File: src/hw/rtl/utf8d_pkg.sv
// ----------------------------------------------------------------------------
// utf8d_pkg
// Shared types and codes for the UTF-8 decoder: byte classes passed from the
// front end to the back end, and the result status codes.
// ----------------------------------------------------------------------------
`default_nettype none

package utf8d_pkg;

   // Result status codes
   localparam logic [2:0] ST_CHAR     = 3'd0;
   localparam logic [2:0] ST_BAD_LEAD = 3'd1;
   localparam logic [2:0] ST_BAD_CONT = 3'd2;
   localparam logic [2:0] ST_MID_END  = 3'd3;
   localparam logic [2:0] ST_END      = 3'd4;

   // Byte classes
   localparam logic [2:0] KIND_ZERO     = 3'd0;
   localparam logic [2:0] KIND_ASCII    = 3'd1;
   localparam logic [2:0] KIND_CONT     = 3'd2;
   localparam logic [2:0] KIND_LEAD     = 3'd3;
   localparam logic [2:0] KIND_BAD_LEAD = 3'd4;

   // Depth of the queue between front and back
   localparam int QUEUE_DEPTH = 2;

   // One classified byte
   typedef struct packed {
      logic [2:0] kind;   // byte class
      logic [6:0] data;   // payload bits carried by the byte
      logic [2:0] count;  // continuation bytes announced by a lead
   } byte_class_type;

endpackage

`default_nettype wire

File: src/hw/rtl/utf8_to_codepoint_decoder_core.sv
// ----------------------------------------------------------------------------
// utf8_to_codepoint_decoder_core
// Decodes a zero-terminated stream of original UTF-8 (up to six bytes per
// sequence) into 31-bit code points with error and end-of-message status.
//
//   Channel  Direction  Handshake       Payload
//   req      in         push / full     data_byte[7:0]
//   rsp      out        empty / pop     code_point[30:0], status[2:0],
//                                       end_of_message
//
// One byte per cycle sustained while results are popped; the decode step in
// the back end is one shift, OR and count update per beat.
// An accepted byte is registered in the queue, then its result in the result register.
// A two-entry queue between classifier and decoder lets input and output
// stall independently; full rises when both queue entries are occupied.
// Synchronous reset clears the queue, the sequence state and the result valid flag.
// ----------------------------------------------------------------------------
`default_nettype none

module utf8_to_codepoint_decoder_core
   import utf8d_pkg::*;
#(
   parameter int MAX_SEQUENCE_BYTES = 6
) (
   input  wire logic        clock,
   input  wire logic        reset,
   input  wire logic        req_push,
   input  wire logic [7:0]  req_data_byte,
   output logic             req_full,
   output logic             rsp_empty,
   input  wire logic        rsp_pop,
   output logic [30:0]      rsp_code_point,
   output logic [2:0]       rsp_status,
   output logic             rsp_end_of_message
);

   byte_class_type item;
   logic           item_empty;
   logic           take;

   utf8d_front #(
      .MAX_SEQUENCE_BYTES (MAX_SEQUENCE_BYTES)
   ) u_front (
      .clock         (clock),
      .reset         (reset),
      .req_push      (req_push),
      .req_data_byte (req_data_byte),
      .req_full      (req_full),
      .take          (take),
      .item          (item),
      .item_empty    (item_empty)
   );

   utf8d_back u_back (
      .clock              (clock),
      .reset              (reset),
      .item               (item),
      .item_empty         (item_empty),
      .take               (take),
      .rsp_empty          (rsp_empty),
      .rsp_pop            (rsp_pop),
      .rsp_code_point     (rsp_code_point),
      .rsp_status         (rsp_status),
      .rsp_end_of_message (rsp_end_of_message)
   );

endmodule

`default_nettype wire

File: src/hw/rtl/utf8d_queue.sv
// ----------------------------------------------------------------------------
// utf8d_queue
// Small register queue of classified bytes between front and back end.
// ----------------------------------------------------------------------------
`default_nettype none

module utf8d_queue
   import utf8d_pkg::*;
(
   input  wire logic           clock,
   input  wire logic           reset,
   input  wire logic           push,
   input  wire byte_class_type push_item,
   output logic                full,
   input  wire logic           pop,
   output byte_class_type      pop_item,
   output logic                empty
);

   localparam int PTR_W = (QUEUE_DEPTH > 1) ? $clog2(QUEUE_DEPTH) : 1;
   localparam int CNT_W = $clog2(QUEUE_DEPTH + 1);
   localparam logic [CNT_W-1:0] DEPTH_C = CNT_W'(QUEUE_DEPTH);
   localparam logic [PTR_W-1:0] LAST_C  = PTR_W'(QUEUE_DEPTH - 1);

   byte_class_type   entry_ff [QUEUE_DEPTH];
   logic [PTR_W-1:0] wr_ptr_ff, wr_ptr_in;
   logic [PTR_W-1:0] rd_ptr_ff, rd_ptr_in;
   logic [CNT_W-1:0] count_ff, count_in;
   logic             do_push, do_pop;

   assign full     = (count_ff == DEPTH_C);
   assign empty    = (count_ff == '0);
   assign do_push  = push && !full;
   assign do_pop   = pop && !empty;
   assign pop_item = entry_ff[rd_ptr_ff];

   // Pointer and fill count update
   always_comb begin
      wr_ptr_in = wr_ptr_ff;
      rd_ptr_in = rd_ptr_ff;
      count_in  = count_ff;
      if (do_push) begin
         wr_ptr_in = (wr_ptr_ff == LAST_C) ? '0 : wr_ptr_ff + 1'b1;
      end
      if (do_pop) begin
         rd_ptr_in = (rd_ptr_ff == LAST_C) ? '0 : rd_ptr_ff + 1'b1;
      end
      if (do_push && !do_pop) begin
         count_in = count_ff + 1'b1;
      end else if (do_pop && !do_push) begin
         count_in = count_ff - 1'b1;
      end
   end

   always_ff @(posedge clock) begin
      if (reset) begin
         wr_ptr_ff <= '0;
         rd_ptr_ff <= '0;
         count_ff  <= '0;
      end else begin
         wr_ptr_ff <= wr_ptr_in;
         rd_ptr_ff <= rd_ptr_in;
         count_ff  <= count_in;
      end
   end

   // Entry storage, no reset needed
   always_ff @(posedge clock) begin
      if (do_push) begin
         entry_ff[wr_ptr_ff] <= push_item;
      end
   end

endmodule

`default_nettype wire

File: src/hw/rtl/utf8d_front.sv
// ----------------------------------------------------------------------------
// utf8d_front
// Accepts input bytes, classifies each one (end, ASCII, continuation, lead,
// bad lead) and queues the class for the back end.
// ----------------------------------------------------------------------------
`default_nettype none

module utf8d_front
   import utf8d_pkg::*;
#(
   parameter int MAX_SEQUENCE_BYTES = 6
) (
   input  wire logic       clock,
   input  wire logic       reset,
   input  wire logic       req_push,
   input  wire logic [7:0] req_data_byte,
   output logic            req_full,
   input  wire logic       take,
   output byte_class_type  item,
   output logic            item_empty
);

   localparam logic [2:0] MAX_N = 3'(MAX_SEQUENCE_BYTES);

   byte_class_type cls;
   logic [2:0]     ones;

   // Count leading ones of a lead byte; 7 stands for 0xFE and 0xFF
   always_comb begin
      priority if (!req_data_byte[5]) begin
         ones = 3'd2;
      end else if (!req_data_byte[4]) begin
         ones = 3'd3;
      end else if (!req_data_byte[3]) begin
         ones = 3'd4;
      end else if (!req_data_byte[2]) begin
         ones = 3'd5;
      end else if (!req_data_byte[1]) begin
         ones = 3'd6;
      end else begin
         ones = 3'd7;
      end
   end

   // Classify the byte
   always_comb begin
      cls.kind  = KIND_BAD_LEAD;
      cls.data  = '0;
      cls.count = '0;
      priority if (req_data_byte == 8'h00) begin
         cls.kind = KIND_ZERO;
      end else if (!req_data_byte[7]) begin
         cls.kind = KIND_ASCII;
         cls.data = req_data_byte[6:0];
      end else if (!req_data_byte[6]) begin
         cls.kind = KIND_CONT;
         cls.data = {1'b0, req_data_byte[5:0]};
      end else if (ones <= MAX_N) begin
         cls.kind  = KIND_LEAD;
         cls.data  = req_data_byte[6:0] & (7'h7F >> ones);
         cls.count = ones - 3'd1;
      end else begin
         cls.kind = KIND_BAD_LEAD;
      end
   end

   utf8d_queue u_queue (
      .clock     (clock),
      .reset     (reset),
      .push      (req_push),
      .push_item (cls),
      .full      (req_full),
      .pop       (take),
      .pop_item  (item),
      .empty     (item_empty)
   );

endmodule

`default_nettype wire

File: src/hw/rtl/utf8d_back.sv
// ----------------------------------------------------------------------------
// utf8d_back
// Sequence state machine: gathers continuation bits, detects errors, drops
// bytes after an error and drives the result register.
// ----------------------------------------------------------------------------
`default_nettype none

module utf8d_back
   import utf8d_pkg::*;
(
   input  wire logic           clock,
   input  wire logic           reset,
   input  wire byte_class_type item,
   input  wire logic           item_empty,
   output logic                take,
   output logic                rsp_empty,
   input  wire logic           rsp_pop,
   output logic [30:0]         rsp_code_point,
   output logic [2:0]          rsp_status,
   output logic                rsp_end_of_message
);

   logic [2:0]  remain_ff, remain_in;
   logic [30:0] partial_ff, partial_in;
   logic        discard_ff, discard_in;
   logic        out_valid_ff, out_valid_in;
   logic [30:0] cp_ff, cp_in;
   logic [2:0]  status_ff, status_in;
   logic        eom_ff, eom_in;
   logic        emit;
   logic [30:0] shifted;

   // Take a queued byte when the result register is free or being drained
   assign take    = !item_empty && (!out_valid_ff || rsp_pop);
   assign shifted = {partial_ff[24:0], item.data[5:0]};

   // Decode step
   always_comb begin
      remain_in  = remain_ff;
      partial_in = partial_ff;
      discard_in = discard_ff;
      emit       = 1'b0;
      cp_in      = '0;
      status_in  = ST_CHAR;
      eom_in     = 1'b0;
      if (take) begin
         priority if (item.kind == KIND_ZERO) begin
            emit       = 1'b1;
            eom_in     = 1'b1;
            status_in  = (remain_ff != '0 && !discard_ff) ? ST_MID_END : ST_END;
            remain_in  = '0;
            partial_in = '0;
            discard_in = 1'b0;
         end else if (discard_ff) begin
            emit = 1'b0;
         end else if (remain_ff != '0) begin
            if (item.kind != KIND_CONT) begin
               emit       = 1'b1;
               status_in  = ST_BAD_CONT;
               remain_in  = '0;
               partial_in = '0;
               discard_in = 1'b1;
            end else if (remain_ff == 3'd1) begin
               emit       = 1'b1;
               cp_in      = shifted;
               remain_in  = '0;
               partial_in = '0;
            end else begin
               remain_in  = remain_ff - 3'd1;
               partial_in = shifted;
            end
         end else begin
            unique case (item.kind)
               KIND_ASCII: begin
                  emit  = 1'b1;
                  cp_in = {24'd0, item.data};
               end
               KIND_LEAD: begin
                  partial_in = {24'd0, item.data};
                  remain_in  = item.count;
               end
               default: begin
                  // stray continuation or bad lead
                  emit       = 1'b1;
                  status_in  = ST_BAD_LEAD;
                  discard_in = 1'b1;
               end
            endcase
         end
      end
   end

   // Result register valid
   always_comb begin
      out_valid_in = out_valid_ff;
      if (emit) begin
         out_valid_in = 1'b1;
      end else if (rsp_pop) begin
         out_valid_in = 1'b0;
      end
   end

   always_ff @(posedge clock) begin
      if (reset) begin
         remain_ff    <= '0;
         partial_ff   <= '0;
         discard_ff   <= 1'b0;
         out_valid_ff <= 1'b0;
      end else begin
         remain_ff    <= remain_in;
         partial_ff   <= partial_in;
         discard_ff   <= discard_in;
         out_valid_ff <= out_valid_in;
      end
   end

   // Result payload
   always_ff @(posedge clock) begin
      if (emit) begin
         cp_ff     <= cp_in;
         status_ff <= status_in;
         eom_ff    <= eom_in;
      end
   end

   assign rsp_empty          = !out_valid_ff;
   assign rsp_code_point     = cp_ff;
   assign rsp_status         = status_ff;
   assign rsp_end_of_message = eom_ff;

endmodule

`default_nettype wire

File: config.mk
export PLATFORM = sky130hd
export DESIGN_NAME = utf8_to_codepoint_decoder_core
export DESIGN_NICKNAME = d
export VERILOG_FILES = /design/src/hw/rtl/utf8d_pkg.sv /design/src/hw/rtl/utf8_to_codepoint_decoder_core.sv /design/src/hw/rtl/utf8d_queue.sv /design/src/hw/rtl/utf8d_front.sv /design/src/hw/rtl/utf8d_back.sv
export SDC_FILE = /design/constraint.sdc
export NUM_CORES = 1
export LEC_CHECK = 0
export BUFFER_PORTS_ARGS = -buffer_cell sky130_fd_sc_hd__buf_4
export CORE_MARGIN = 2
export CORE_UTILIZATION = 40
export CTS_CLUSTER_SIZE = 14
export DETAILED_ROUTE_END_ITERATION = 8
export SETUP_SLACK_MARGIN = 0.15
export SYNTH_ARGS = -nofsm -noshare
export SYNTH_HDL_FRONTEND = slang
export SYNTH_SLANG_ARGS = --single-unit
File: constraint.sdc
create_clock -name clock -period 5.9 [get_ports clock]
set_input_delay 0.885 -clock clock [delete_from_list [all_inputs] [get_ports clock]]
set_output_delay 0.885 -clock clock [all_outputs]
set_load 0.05 [all_outputs]
### Word-level counts from Yosys, hierarchy flattened

Memory sizes are Yosys's and may differ from the RTL's. A register that Yosys moved wholly into a read port is not among the register bits.
Index checks and enable logic that the tools add are counted.

* reductions and logical operators: 23
* $lt $le $gt $ge: 1
* eq/ne operators: 6
* add/sub/neg operators: 6
* mux-type cells: 58
* bitwise operators: 2
* shifts and indexed selects: 1

Operators with widths (count)
* $mux W25: 6
* $mux W31: 3
* $mux W3: 18
* $mux W10: 4
* $mux W1: 23
* $logic_not A8 Y1: 1
* $and A7 B7 Y7: 1
* $mux W7: 1
* $shr A7 B3 Y7 const A: 1
* $eq A3 B1 Y1 const B: 2
* $logic_and A1 B1 Y1: 6
* $logic_not A1 Y1: 6
* $mux W2: 3
* $reduce_bool A3 Y1: 2
* $sub A3 B1 Y3 const B: 2
* $reduce_bool A2 Y1: 2
* $eq A3 B2 Y1 const B: 1
* $le A3 B3 Y1 const B: 1
* $logic_not A3 Y1: 1
* $ne A3 B2 Y1 const B: 1
* $reduce_and A3 Y1: 1
* $reduce_or A3 Y1: 1
* $add A1 B1 Y1 const B: 2
* $add A2 B1 Y2 const B: 1
* 7 further kinds: 7

* memories: 1
* flip-flop bits (word level): 69
* output and inout port bits: 37
* memory bits (writable): 26
* bits of input ports: 12
* logic and storage cells: 108

Memories
* u_front.u_queue.entry_ff: words 2, bits a word 13, read ports 1, clocked after memory_dff 1, wr ports 1, line utf8d_queue.sv:25 `byte_class_type entry_ff [QUEUE_DEPTH];`

### Longest topological paths before layout

Gate-level depths: netlist of run 1.

* word-level depth: 11
* gate-level depth with buffers: 8
* gate-level depth less buffers: 8

### Hierarchy

A second synthesis of run 1 with hierarchy kept.

* cell total of the unflattened synthesis: 329
* area, all modules: 4201.5 um^2

Modules (own cells, without submodules)
* utf8d_back: area each 2787.7 um^2, seq. area each 1651.6 um^2, cells an instance 225, times used 1
* utf8d_queue: area each 1149.9 um^2, seq. area each 880.8 um^2, cells an instance 65, times used 1
* utf8d_front: area each 264.0 um^2, seq. area each 0.0 um^2, cells an instance 39, times used 1

### Worst setup path before layout of run 1

OpenSTA, ideal clock, no wires.

* path kind: input to register
* start: input rsp_pop
* end: register u_back.cp_ff[0], in the netlist u_back.rsp_code_point[0], enable pin
* required time: 5.507 ns
* slack: 3.199 ns
* arrival time: 2.308 ns
* path buffers: 1
* library setup time: 0.393 ns
* stages: 5
* cell sequence: nor2b_1 -> nor3_1 -> clkbuf_1 -> o31ai_1 -> nand2_1

* cells in the longest elaborated chain, start to end: 3

Ends and longest elaborated chain
* start: declaration: line utf8_to_codepoint_decoder_core.sv:31 `input wire logic rsp_pop,`
* $logic_or A1 B1 Y1: line utf8d_back.sv:34 `assign take = !item_empty && (!out_valid_ff || rsp_pop);`
* $logic_and A1 B1 Y1: line utf8d_back.sv:34
* $mux W1: line utf8d_back.sv:46 `if (take) begin`
* net u_back.emit: line utf8d_back.sv:30 `logic emit;`
* end signal: assignment: line utf8d_back.sv:120 `cp_ff <= cp_in;`
* end: declaration: line utf8d_back.sv:27 `logic [30:0] cp_ff, cp_in;`

The timed path passes the listed nets, and every way through them passes these cells.
A chain may end at the register's enable or synchronous reset.

==> results of run 1 <==
==> sequential cells by signal, indices dropped and copies added, names as in the netlist, named ones only <==
| register | flops |
|---|---|
| u_front.u_queue.count_ff | 2 |
| u_front.u_queue.wr_ptr_ff | 1 |
| u_back.out_valid_ff | 1 |
| u_front.u_queue.rd_ptr_ff | 1 |
| u_back.rsp_code_point | 31 |
| u_back.rsp_status | 3 |
| u_back.discard_ff | 1 |
| u_back.partial_ff | 25 |
| u_back.rsp_end_of_message | 1 |
| u_back.remain_ff | 3 |
| u_front.u_queue.entry_ff | 26 |
==> metrics by stage <==
stage | setup WS (ns) | util (%) | area, µm²
6_report | 2.92 | 46.5 | 5000
5_1_grt | 2.62 | 46.5 | 5000
4_1_cts | 2.87 | 46.5 | 5000
3_5_place_dp | 2.89 | 45.0 | 4830
3_3_place_gp | 3.00 | 45.0 | 4830
2_1_floorplan | 3.20 | - | 4380
==> cell usage in the layout (no fill, tap or decap), types with 3 or more instances in the layout <==
master     n
o21a_1     3
a21oi_1    6
ha_1       8
xor2_1     4
edfxtp_1  61
mux2_2     8
dfxtp_1   35
a211oi_1   3
nand2b_1  30
nand3_1    8
nor2_1    22
clkbuf_8   9
and3_1    25
inv_1     12
and2_1     3
a31oi_1    4
mux2i_1   32
nand2_1   34
nor3_1     6
nor4_1     6
buf_4     50
a21boi_0   3
nor3b_1    3
==> layer usage <==
metal / track usage, % / wire, µm / up-vias / part of all wire (%)
li1: - / - / 1423 / -
met3: 2.75 / 286 / 13 / 3.4
met4: 6.04 / 148 / 0 / 1.8
met5: 0 / 0 / - / 0
met1: 19.7 / 3900 / 1334 / 47
met2: 25.0 / 4040 / 60 / 48
==> synth_stat cells (2+ instances only) <==
cell / number / share of area, %
xnor2_1: 2 / 0.40
o21a_1: 3 / 0.51
and2_1: 3 / 0.43
o21bai_1: 2 / 0.34
a21oi_1: 6 / 0.69
a21boi_0: 3 / 0.51
nor2b_1: 2 / 0.29
ha_1: 8 / 2.3
mux2_2: 8 / 2.1
clkbuf_1: 11 / 0.94
o211ai_1: 2 / 0.34
nor4_1: 6 / 0.86
buf_6: 4 / 1.0
edfxtp_1: 61 / 42
xor2_1: 4 / 0.80
and3_1: 25 / 3.6
nand2_1: 34 / 2.9
a211oi_1: 3 / 0.51
dfxtp_1: 35 / 16
nor2_1: 22 / 1.9
nor3_1: 7 / 0.80
nand3_1: 8 / 0.91
a31oi_1: 4 / 0.57
nor3b_1: 3 / 0.51
a32oi_1: 2 / 0.40
buf_2: 3 / 0.34
mux2i_1: 32 / 7.3
o21ai_0: 2 / 0.23
nand2b_1: 30 / 4.3
inv_1: 12 / 1.0
==> worst paths after layout <==
path	to	slack (ns)	depth (start not counted)
min reg2reg	u_back.partial_ff[17]	0.47	2
max reg2reg	u_back.rsp_code_point[3]	2.92	4
max	u_back.rsp_code_point[3]	2.92	4
min	u_back.partial_ff[17]	0.47	2
==> cell type report <==
type,instances,area [µm²]
clock buffers,11,131
clock inverters,5,35.0
fillers,1031,5750
inverters,12,45.0
multi-input cells,244,1710
flip-flops and latches,96,2530
well taps,140,175
repair buffers,50,375
==> worst max-delay path: stages (launching register included) <==
cell and delay, ns:
dfxtp_1 0.86, or4bb_1 0.64, a21boi_2 0.83, o21ai_1 0.34, nor2_1 0.16
==> cell families (layout without fill, tap and decap cells) <==
| group | count (synthesis) | in the layout | synth area share [%] |
|---|---|---|---|
| AOI/OAI and AO/OA | 42 | 42 | 7.86 |
| xor gates and xnor gates | 6 | 6 | 1.20 |
| adders and majority gates | 8 | 8 | 2.29 |
| buffers and inverters | 30 | 78 | 3.34 |
| DFF | 96 | 96 | 57.8 |
| muxes | 40 | 40 | 9.37 |
| and+or+nand+nor | 148 | 148 | 18.1 |
==> report_power, final <==
group          total, W  internal (W)  switching (W)
combinational   0.00122      0.000364       0.000861
clock          0.000385      0.000155       0.000230
sequential      0.00105      0.000955      0.0000907
total           0.00266       0.00147        0.00118
==> summary.md, run 1 <==
| Metric | Value |
|---|---|
| Die Y | approximately 110 µm |
| Syn avg cell area | 11.8 µm² |
| # DRC | 0 |
| Clock Skews | 0.0103 ns |
| Post-CTS Hold Buffers | 0 |
| Post-synth EDFFs | 61 |
| Hold slack final | 0.471 ns |
| Routed Antenna Nets | 0 |
| H-tree level count | 3 |
| Initial antenna violation count | 0 |
| Fin nets | 433 |
| Yosys warns | 0 |
| HP Class | reg -> reg |
| Row count | 38 |
| Post-CTS sizing | 0 |
| Clk pin slew, worst setup/hold paths | 0.10 ns |
| Slew @ Worst Pin | about 1.1 ns |
| CTS max path bufs | 2 |
| Hold_sp | u_back.partial_ff[11] |
| Setup violations, final | 0 |
| Largest net degree at the start of global routing | 41 |
| First-pass GRT wire length | 13.8 mm |
| Startpoint Class | register |
| TritonRoute pass-1 iters | 4 |
| GRT Util Overall | between 15 and 20% |
| Peak Freq | 335 MHz |
| Worst skew pair latency | 0.35 ns |
| Seq/Total Area, Yosys | between 50 and 60% |
| Vias per cell | 5.07 |
| Top Ports | 49 |
| # Post-CTS Setup Buffers | 0 |
| Static leakage | around 2 nW |
| Starting Density | between 40% and 50% |
| Slew Limit Fails | 0 |
| Pwr dens | 531 nW/µm² |
| Area Overhead vs Synth | 14.2% |
| Die area | 11800 µm² |
| IO Port Bufs | 48 |
| WL final | 8.38 mm |
| Clock buffer count from CTS | 9 |
| Vias in the first global route | 2735 |
| Iter 0 DRT Violations | 165 |
| Status | finished clean |
| Setup TNS | 0 ns |
| Count of cell types in the netlist | 53 |
| MaxCap Viol Count | 0 |
| Critical Path RT | between 6 and 7 ns |
| RSZ-0062 raised after global routing | false |
| Die width | 109 µm |
| Mapped Area | 4380 µm² |
| #FFs+latches synth | 96 |
| Clk Tree Root Cell | clkbuf_8 |
| N_diodes | 0 |
| Fin crit period | 2.98 ns |
| Crit end category | register |
| Setup CP Type | reg -> reg |
| Worst vdd ir | 242 µV |
| Worst-path fanout max | 26 |
| Fin. Hold Viols | 0 |
| GRT Residual Overflow | 0 |
| CTS tree | built |
| Total power | 0.00266 W |
| Dpl cells | about 540 |
| Async set-reset flop share out of synthesis | 0% |
| Share of layout cells above drive strength 1 | 19.6% |
| GPL Wtd Cong | 0.791 |
| Post-Syn Nets | 390 |
| Core area | roughly 11000 µm² |
| Final Non-Filler Cells | about 560 |
| Final Cycle Share | 50.6% |
| Critical Path AT | 3.20 ns |
| Ys flop type | edfxtp_1 |
| Relative slew slack | a little over a quarter |
| CTS sink cnt | 96 |
| Mapped Cells | 370 |
| Routed len/inst | 15.0 µm |
| Vias | 2830 |
| HPWL Detailed | 5.82 mm |
(Power assumes the default switching activity.)
==> run 2, diff against run 1 <==
==> constraint.sdc (replaced) <==
create_clock -name clock -period 2.8 [get_ports clock]
set_input_delay 0.42 -clock clock [delete_from_list [all_inputs] [get_ports clock]]
set_output_delay 0.42 -clock clock [all_outputs]
set_load 0.05 [all_outputs]
==> run 2 against run 1 <==
- clock-buffer cell count is 1 lower
- critical path depth rose by 1
- clock skew grew 0.0067 ns
- non-clock buffer count grew 8
- via count up 1.4%
- global-route usage decreased by 1.0 points
- die area is the same
- final cell count up 1.4%
- sequential cell count unchanged
- power increased by 120%
- largest cell class unchanged
==> summary.md, run 2 (synthesis results as in run 1) <==
| Metric | Value |
|---|---|
| Status | finished clean |
| Worst vdd ir | 655 µV (+170%) |
| First-pass GRT wire length | 12.9 mm (-6.0%) |
| HPWL Detailed | 5.71 mm (-1.8%) |
| Fin nets | 441 (+1.8%) |
| Clock buffer count from CTS | 9 (unchanged) |
| Row count | 38 (unchanged) |
| TritonRoute pass-1 iters | 4 (unchanged) |
| Worst skew pair latency | 0.36 ns (about the same) |
| Setup CP Type | reg -> reg |
| Max reg flops | 31 (unchanged) |
| Iter 0 DRT Violations | 156 (-5.5%) |
| Final Non-Filler Cells | 566 (+1.4%) |
| Pwr dens | 1120 nW/µm² (+110%) |
| Slew @ Worst Pin | 0.704 ns (-0.393 ns) |
| GPL Wtd Cong | 0.805 (+1.7%) |
| GRT Util Overall | 14.1% (-1.0 points) |
| Die width | 109 µm (unchanged) |
| Setup TNS | 0 ns (unchanged) |
| Setup violations, final | 0 (unchanged) |
| Peak Freq | 440 MHz (+31%) |
| Gate power share | 46.1% (about the same) |
| Clock Skews | 0.0171 ns (+0.00673 ns) |
| Vias in the first global route | 2653 (-3.0%) |
| Clk pwr share | 15.7% (+1.2 points) |
| # DRC | 0 (unchanged) |
| Starting Density | 40.8% (unchanged) |
| Critical Path RT | 3.08 ns (-3.03 ns) |
| HP Class | in -> reg |
| Fin crit period | 2.27 ns (-0.711 ns) |
| IO Port Bufs | 48 (unchanged) |
| Clk pin slew, worst setup/hold paths | 0.10 ns (about the same) |
| CTS sink cnt | 96 (unchanged) |
| Post-place setup slack | 0.361 ns (-2.53 ns) |
| WL final | 8.12 mm (-3.0%) |
| Net Sw Frac | 43.4% (-1.1 points) |
| Placed inst area | 4890 µm² (+1.2%) |
| Most frequent cells in the layout | edfxtp_1 (61), buf_4 (58), dfxtp_1 (35), nand2_1 (34), mux2i_1 (32) |
| Initial antenna violation count | 0 (unchanged) |
| RSZ-0062 raised after global routing | false |
| Relative slew slack | 53.0% (+26 points) |
| Psw | 0.00248 W (+110%) |
| Top Ports | 49 (unchanged) |
| Routed Antenna Nets | 0 (unchanged) |
| Area Overhead vs Synth | 16.2% |
| H-tree level count | 3 (unchanged) |
| # Post-CTS Setup Buffers | 0 (unchanged) |
| Largest net degree at the start of global routing | 41 (unchanged) |
| Area of the multi-input gates | 1710 µm² (unchanged) |
| CTS tree | built |
| Worst Hold Depth | 3 (+1) |
| Core area | 10700 µm² (unchanged) |
| R2R setup slack | 0.53 ns (-2.39 ns) |
| Vias per cell | 5.07 (about the same) |
| Sequential power share | 38.2% (-1.2 points) |
| Die Y | 109 µm (unchanged) |
| Share of layout cells above drive strength 1 | 21.1% (+1.5 points) |
| Post-CTS sizing | 0 (unchanged) |
| Most common cell after layout, fill and taps aside | edfxtp_1 |
| MaxCap Viol Count | 0 (unchanged) |
| Dpl cells | 550 (+1.5%) |
| Design Area, Final | 5090 µm² (+1.8%) |
| Clk Tree Root Cell | clkbuf_8 |
| Post-CTS Hold Buffers | 0 (unchanged) |
| Die area | 11800 µm² (unchanged) |
| Fin. Hold Viols | 0 (unchanged) |
| Worst-path fanout max | 17 (-35%) |
| Storage element area | 2530 µm² (unchanged) |
| Startpoint Class | register |
| Routed len/inst | 14.4 µm (-4.4%) |
| P_int | 0.00323 W (+120%) |
| Crit end category | register |
| Final WS setup | 0.528 ns (-2.39 ns) |
| Vias | 2869 (+1.4%) |
| Slew Limit Fails | 0 (unchanged) |
| Final Cycle Share | 81.2% (+31 points) |
| GRT Residual Overflow | 0 (unchanged) |
| Fill cells | 1003 (-2.7%) |
| Reg2Reg Depth | 5 (+1) |
| Static leakage | 2.02 nW (+2.4%) |
| N_diodes | 0 (unchanged) |
| Critical Path AT | 2.55 ns (-0.65 ns) |
| CTS max path bufs | 2 (unchanged) |
[run 2: critical path: stages (launching register included)]
cell	delay, ns
dfxtp_1	0.47
nor4_1	0.66
nor2_2	0.31
a31o_2	0.27
buf_4	0.21
o32ai_1	0.27
[run 2: final timing paths]
check                                           start               endpoint
worst max-delay path                         register    u_back.remain_ff[2]
worst min-delay path                          rsp_pop    u_back.out_valid_ff
worst max register to register               register    u_back.remain_ff[2]
worst min register to register  u_back.partial_ff[16]  u_back.partial_ff[22]
[run 2: cell type report]
| type | count | share of cell area [%] |
|---|---|---|
| multi-input cells | 244 | 33.5 |
| flip-flops and latches | 96 | 49.8 |
| repair buffers | 58 | 8.56 |
| inverters | 12 | 0.885 |
| clock buffers | 10 | 2.51 |
| clock inverters | 6 | 1.30 |
| well taps | 140 | 3.44 |
[run 2: per-stage QoR]
step | total power, W | utilization, % | hold WS (ns)
finish | 0.00571 | 47.3 | 0.354
global route | 0.00601 | 47.3 | 0.360
CTS | 0.00576 | 47.3 | 0.347
detailed placement | 0.00487 | 45.5 | 0.468
global placement | 0.00484 | 45.5 | 0.458
floorplan | 0.00415 | - | 0.444
[run 2: metal layers]
| metal | vias up | part of all wire [%] | global-route usage [%] |
|---|---|---|---|
| met1 | 1362 | 46 | 18.1 |
| met5 | - | 0 | 0 |
| met4 | 0 | 0.71 | 3.21 |
| met3 | 6 | 4.3 | 4.12 |
| li1 | 1439 | - | - |
| met2 | 62 | 49 | 23.8 |
[run 2: power by group through the flow]
stage                     logic, W  clock network (W)  registers [W]
final                      0.00263           0.000899        0.00218
after global routing       0.00280           0.000986        0.00223
after CTS                  0.00266           0.000919        0.00219
after detailed placement   0.00265                  0        0.00222
after global placement     0.00263                  0        0.00221
after floorplan            0.00103                  0        0.00312
